`src/rtl/core/mpfb_pkg.sv`:
```
package mpfb_pkg;

    localparam int COLUMNS = 128;
    localparam int ROWS    = 64;
    localparam int PAGES   = (ROWS + 7) / 8;
    localparam int DEPTH   = PAGES * COLUMNS;

    localparam int XW = $clog2(COLUMNS);
    localparam int YW = $clog2(ROWS);
    localparam int AW = $clog2(DEPTH);

    // Command queue between the front and the back.
    localparam int QDEPTH = 2;
    localparam int QW     = $clog2(QDEPTH);
    localparam int QCW    = $clog2(QDEPTH + 1);

    typedef enum logic [2:0] {
        CMD_WRITE_PIXEL  = 3'd0,
        CMD_INVERT_PIXEL = 3'd1,
        CMD_HLINE        = 3'd2,
        CMD_VLINE        = 3'd3,
        CMD_INVERT_RECT  = 3'd4,
        CMD_CLEAR        = 3'd5,
        CMD_READ_BYTE    = 3'd6
    } t_cmd;

    typedef enum logic [1:0] {
        KIND_NOP,
        KIND_DRAW,
        KIND_CLEAR,
        KIND_READ
    } t_kind;

    typedef enum logic [1:0] {
        MODE_CLR,
        MODE_SET,
        MODE_FLIP
    } t_mode;

    typedef struct packed {
        t_kind           kind;
        t_mode           mode;
        logic            mirror;
        logic [XW-1:0]   x0;
        logic [XW-1:0]   x1;
        logic [YW-1:0]   y0;
        logic [YW-1:0]   y1;
    } t_op;

    typedef enum logic [2:0] {
        ST_INIT,
        ST_IDLE,
        ST_RD,
        ST_WR,
        ST_CLEAR,
        ST_DONE
    } t_state;

endpackage

```
`src/rtl/core/mpfb_front.sv`:
```
module mpfb_front
    import mpfb_pkg::*;
(
    input  logic       i_clk,
    input  logic       i_rst_n,
    input  logic       i_hold,
    input  logic       push,
    output logic       full,
    input  logic [2:0] i_cmd,
    input  logic [7:0] i_pos_x,
    input  logic [7:0] i_pos_y,
    input  logic [7:0] i_span_len,
    input  logic [7:0] i_span_height,
    input  logic       i_fill,
    output logic       o_valid,
    output t_op        o_op,
    input  logic       i_take
);

    t_op            c_op;
    logic           c_draw;
    logic           c_clear;
    logic           c_read;
    t_mode          c_mode;
    logic           c_mirror;
    logic [7:0]     c_len;
    logic [7:0]     c_hgt;
    logic [8:0]     c_x_end;
    logic [8:0]     c_y_end;
    logic           c_x_on;
    logic           c_y_on;
    logic           c_accept;

    t_op            r_q [QDEPTH];
    logic [QW-1:0]  r_wr_ptr;
    logic [QW-1:0]  r_rd_ptr;
    logic [QCW-1:0] r_count;

    // Every drawing command becomes a clipped rectangle of pixels.
    always_comb begin
        c_draw   = 1'b0;
        c_clear  = 1'b0;
        c_read   = 1'b0;
        c_mode   = i_fill ? MODE_SET : MODE_CLR;
        c_mirror = 1'b0;
        c_len    = 8'd1;
        c_hgt    = 8'd1;
        unique case (i_cmd)
            CMD_WRITE_PIXEL: begin
                c_draw = 1'b1;
            end
            CMD_INVERT_PIXEL: begin
                c_draw   = 1'b1;
                c_mode   = MODE_FLIP;
                c_mirror = 1'b1;
            end
            CMD_HLINE: begin
                c_draw = 1'b1;
                c_len  = i_span_len;
            end
            CMD_VLINE: begin
                c_draw = 1'b1;
                c_hgt  = i_span_len;
            end
            CMD_INVERT_RECT: begin
                c_draw   = 1'b1;
                c_mode   = MODE_FLIP;
                c_mirror = 1'b1;
                c_len    = i_span_len;
                c_hgt    = i_span_height;
            end
            CMD_CLEAR: begin
                c_clear = 1'b1;
            end
            CMD_READ_BYTE: begin
                c_read = 1'b1;
            end
            default: begin
            end
        endcase
    end

    always_comb begin
        c_x_on  = {1'b0, i_pos_x} < 9'(COLUMNS);
        c_y_on  = {1'b0, i_pos_y} < 9'(ROWS);
        c_x_end = {1'b0, i_pos_x} + {1'b0, c_len} - 9'd1;
        c_y_end = {1'b0, i_pos_y} + {1'b0, c_hgt} - 9'd1;

        c_op.mode   = c_mode;
        c_op.mirror = c_mirror;
        c_op.x0     = i_pos_x[XW-1:0];
        c_op.y0     = i_pos_y[YW-1:0];
        c_op.x1     = (c_x_end >= 9'(COLUMNS)) ? XW'(COLUMNS - 1) : c_x_end[XW-1:0];
        c_op.y1     = (c_y_end >= 9'(ROWS)) ? YW'(ROWS - 1) : c_y_end[YW-1:0];

        priority if (c_clear) begin
            c_op.kind = KIND_CLEAR;
        end else if (c_read && c_x_on && c_y_on) begin
            c_op.kind = KIND_READ;
        end else if (c_draw && c_x_on && c_y_on && c_len != 8'd0 && c_hgt != 8'd0) begin
            c_op.kind = KIND_DRAW;
        end else begin
            c_op.kind = KIND_NOP;
        end
    end

    assign full     = (r_count == QCW'(QDEPTH)) || i_hold;
    assign c_accept = push && !full;
    assign o_valid  = r_count != '0;
    assign o_op     = r_q[r_rd_ptr];

    always_ff @(posedge i_clk) begin
        if (c_accept) begin
            r_q[r_wr_ptr] <= c_op;
        end
    end

    always_ff @(posedge i_clk) begin
        if (!i_rst_n) begin
            r_wr_ptr <= '0;
            r_rd_ptr <= '0;
            r_count  <= '0;
        end else begin
            if (c_accept) begin
                r_wr_ptr <= (r_wr_ptr == QW'(QDEPTH - 1)) ? '0 : r_wr_ptr + 1'b1;
            end
            if (i_take && o_valid) begin
                r_rd_ptr <= (r_rd_ptr == QW'(QDEPTH - 1)) ? '0 : r_rd_ptr + 1'b1;
            end
            if (c_accept && !(i_take && o_valid)) begin
                r_count <= r_count + 1'b1;
            end else if (!c_accept && i_take && o_valid) begin
                r_count <= r_count - 1'b1;
            end
        end
    end

endmodule

```
`config.mk`:
```
export PLATFORM = sky130hd
export DESIGN_NAME = mpfb_front
export DESIGN_NICKNAME = d
export VERILOG_FILES = /design/src/rtl/core/mpfb_pkg.sv /design/src/rtl/core/mpfb_front.sv
export SDC_FILE = /design/constraint.sdc
export NUM_CORES = 1
export LEC_CHECK = 0
export ABC_AREA = 1
export BUFFER_PORTS_ARGS = -buffer_cell sky130_fd_sc_hd__buf_2
export CAP_MARGIN = 20
export CELL_PAD_IN_SITES_DETAIL_PLACEMENT = 0
export CELL_PAD_IN_SITES_GLOBAL_PLACEMENT = 1
export CORE_ASPECT_RATIO = 0.5
export CORE_MARGIN = 5
export CORE_UTILIZATION = 43
export CTS_BUF_LIST = sky130_fd_sc_hd__clkbuf_4 sky130_fd_sc_hd__clkbuf_8 sky130_fd_sc_hd__clkbuf_16
export DETAILED_ROUTE_END_ITERATION = 8
export PLACE_DENSITY_LB_ADDON = 0.2
export SKIP_CTS_REPAIR_TIMING = 1
export SLEW_MARGIN = 20
export SYNTH_ARGS = -nofsm -noshare
export SYNTH_HDL_FRONTEND = slang
export SYNTH_SLANG_ARGS = --single-unit
```
`constraint.sdc`:
```
create_clock -name i_clk -period 3.4 [get_ports i_clk]
set_input_delay 0.68 -clock i_clk [delete_from_list [all_inputs] [get_ports i_clk]]
set_output_delay 0.68 -clock i_clk [all_outputs]
set_load 0.02 [all_outputs]
```
### Word-level counts from Yosys, hierarchy flattened

Memories as Yosys holds them, arrays and structs flattened. A register that Yosys moved wholly into a read port is not among the register bits.
Index checks and enable logic that the tools add are counted.

| operators by class | value |
|---|---|
| equal/unequal tests | 7 |
| reduce and logical (&&, ||, !) cells | 23 |
| order comparisons | 4 |
| $add $sub $neg | 8 |
| multiplexer cells | 21 |

Operators with widths:

| cell | number |
|---|---|
| $add A8 B8 Y9 | 2 |
| $sub A9 B1 Y9 const B | 2 |
| $pmux W8 S2 | 1 |
| $reduce_bool A8 Y1 | 2 |
| $mux W1 | 12 |
| $logic_and A1 B1 Y1 | 11 |
| $mux W2 | 5 |
| $eq A3 B3 Y1 const B | 3 |
| $ge A9 B7 Y1 const B | 1 |
| $ge A9 B8 Y1 const B | 1 |
| $lt A8 B7 Y1 const B | 1 |
| $lt A8 B8 Y1 const B | 1 |
| $mux W8 | 1 |
| $mux W7 | 1 |
| $eq A3 B2 Y1 const B | 2 |
| $mux W6 | 1 |
| $reduce_or A5 Y1 | 1 |
| $reduce_bool A2 Y1 | 2 |
| $reduce_or A2 Y1 | 2 |
| $eq A3 B1 Y1 const B | 1 |
| $logic_not A1 Y1 | 3 |
| $logic_not A3 Y1 | 1 |
| $add A1 B1 Y1 const B | 2 |
| $add A2 B1 Y2 const B | 1 |
| 3 further kinds | 3 |

| word-level totals | value |
|---|---|
| output and inout port bits | 33 |
| RAM bits | 62 |
| memories kept | 1 |
| input port bits | 41 |
| logic and storage cells | 67 |
| bits in registers | 4 |

Memories:

| memory | words | bits a word | rd ports | clocked after memory_dff | wr ports | line | text |
|---|---|---|---|---|---|---|---|
| r_q | 2 | 31 | 1 | 1 | 1 | mpfb_front.sv:34 | `t_op r_q [QDEPTH];` |

### Depth between registers and ports, before layout

| depth | value |
|---|---|
| word-level depth | 10 |
| mapped depth | 18 |

### Worst setup path before layout

No wires, ideal clock.

| timing path | value |
|---|---|
| kind | input -> register |
| start | input i_cmd[0] |
| end | memory r_q[0][12] in the netlist's numbering (data pin) |
| arrival time | 2,783 ps |
| data required time | 3,122 ps |
| slack | 339 ps |
| cell stages on the path | 15 |
| path buffers | 1 |
| setup time | 278 ps |
| cell sequence | buf_6 nor2_4 nand2_4 nand2_8 nand2_1 ha_1 inv_1 ha_1 inv_1 fa_1 o21ai_2 nand2_1 nand2_1 xor2_2 nand3_1 |

RTL lines:

| element | line | text |
|---|---|---|
| from (decl) | mpfb_front.sv:9 | `input logic [2:0] i_cmd,` |
| to (decl) | mpfb_front.sv:34 |  |

==> reports/metrics.cfg <==
[sta]
layout_min_cycle_time_ns = 3.08
rsz0062_at_grt = no
skew_ns = 0.00506
worst_slew_pin_slew_ns = 0.452
hold_viol = 0
fin_crit_sh_pct = 90.5
setup_viol = 0
layout_setup_ws_ns = 0.322
fmax_mhz = 325
slew_violations = 0
slew_headroom_pct = 69.9

[grt]
grt_pass1_wl_mm = 12.9
overflow = 0
grt_max_degree = 31
grt_pass1_vias = 2850
antenna_found_initial = 0
track_usage_pct = 14.9

[die]
die_h_um = 77.2
rows = 24
io_pins = 74
initial_core_util_pct = 44.3
die-width_um = 144
coreArea_sq_um = 8770
dieArea_sq_um = 11100

[worst_setup_path]
slowest_delay_ns = 0.41
cp_max_fo = 13
cpMostUsedCell = nand2_1
crit_family = adder cells
path_cells = buf_2, nor2_4, nand2_4, nand2_8, nand2_1, ha_1, inv_1, ha_1, inv_1, fa_1, o21ai_2, nand2_1, nand2_1, xor2_2, nand3_1
worst-path-buf-inv = 3
required_ns = 3.44
worstPathArrival_ns = 3.11
crit_path_end_kind = register
start_kind = input pin
r2r_slack_ns = 1.82
criticalPathCategory = input pin to register
cpMaxStageDelayCell = fa_1

[status]
run_status = finished, final reports clean

[final_layout]
layout_commonest_cell = inv_1
drive_above_1_share_pct = 33.6
fin_nets = 527
area_delta_synth_final_pct = 20.5
final_cell_mix = 76 x inv_1, 73 x buf_2, 60 x edfxtp_1, 52 x nand2_1
n_antenna_cell = 0
fillers = 808
final_core_util_pct = 53.3

[placement]
numPortBuffers = 73
hpwl_mm = 6.15
place_congestion = 0.875
pre_cts_ws_ns = -0.0449

[routing]
ant_nets = 0
wl_mm = 8.07
wire_per_inst_um = 14.0
firstDrtPassIters = 4
drc_errors = 0
vias_per_cell = 4.76
vias = 2739
drtIter0Drc = 81

[logic_synthesis]
syn_nets = 447
synthCells = 374
ys_types = 38
ys.flop_type = edfxtp_1
avgSynthCellArea_sq_um = 10.4
yosysWarnings = 0
synth_seq_area_share_pct = 49.0
synth_area_sq_um = 3880
synthArstFlopShare_pct = 0
synth-edff-count = 60
ys_seq_elements = 65

[cts]
root_buffer = clkbuf_16
clk_pin_slew_ns = 0.05
cts_tree = built
cts_sinks = 65
clk-insertion-delay-late_ns = 0.33
cts_buffers = 9
h-tree-depth = 3
clockBufferDepth = 2

[power]
powerDensity_nw_per_um2 = 569
leakage_uw = 0.00210
ir_drop_mv = 0.316
total_power_uw = 2660

[job]
maxCapViolCount = 0

[hold_path]
hp-class = register to register

state kept, by name (all words and copies together), names as in the netlist, named ones only:
register	cells
r_count	2
r_q	60
r_rd_ptr	1
r_wr_ptr	1
cells in the mapped netlist, drive strengths merged (2+ instances only):
cell type	count	area share (%)
buf	7	1.4
a21oi	12	1.7
dfxtp	5	2.6
nor2	15	1.8
fa	2	1.0
nand3	26	3.7
inv	82	8.0
o21ai	14	2.0
mux2	30	8.7
nand3b	3	0.58
nand2	61	7.0
nand4	9	1.5
xor2	4	1.3
edfxtp	60	46
or2	2	0.32
xnor2	5	1.1
ha	30	9.7
logic make-up (layout without fill, tap and decap cells):
logic type / after synthesis / count (layout) / synth area share [%]
buffers and inverters: 89 / 174 / 9.35
AOI/OAI and AO/OA: 32 / 32 / 4.83
DFF: 65 / 65 / 49.0
muxes: 30 / 30 / 8.70
adders and majority gates: 32 / 32 / 10.7
xor gates and xnor gates: 9 / 9 / 2.42
and+or+nand+nor: 117 / 117 / 15.0
worst paths after layout:
check | cells past startpoint | startpoint | end
setup reg to reg | 5 | r_count[0] | r_q[0][3]
hold / removal | 1 | r_rd_ptr | register
hold reg to reg | 1 | r_rd_ptr | register
setup / recovery | 15 | i_cmd[1] | r_q[0][15]
metrics by stage:
| stage | TNS [ns] | instance area (sq um) | hold WS [ns] | instances |
|---|---|---|---|---|
| 6_report | 0 | 4680 | 0.449 | 576 |
| 2_1_floorplan | 0 | 3880 | 0.425 | 374 |
| 3_5_place_dp | -0.103 | 4370 | 0.440 | 560 |
| 4_1_cts | 0 | 4680 | 0.448 | 576 |
| 5_1_grt | 0 | 4680 | 0.469 | 576 |
| 3_3_place_gp | 0 | 4370 | 0.435 | 560 |
routing by layer:
metal / track usage (%) / wire length (um) / share of wire (%) / vias to the layer above
met1: 17.4 / 3610 / 45 / 1270
met2: 25.7 / 3910 / 48 / 48
met5: 0 / 0 / 0 / -
met3: 4.79 / 393 / 4.9 / 15
met4: 5.21 / 151 / 1.9 / 0
li1: - / - / - / 1406
power by group:
part	internal, uW	switching [uW]	leakage [uW]
Combinational	292	463	0.00139
Sequential	959	22.1	0.000566
Clock	602	321	0.000152
Total	1850	806	0.00210
area by class of cell:
type	count	area, sq um	area share [%]
clock buffers	15	300	6.42
clock inverters	1	7.51	0.161
inverters	82	310	6.63
multi-input cells	220	1620	34.7
flip-flops and latches	65	1900	40.7
well taps	117	146	3.13
repair buffers	76	388	8.29
Note: power is estimated with default switching activity, not from simulation.
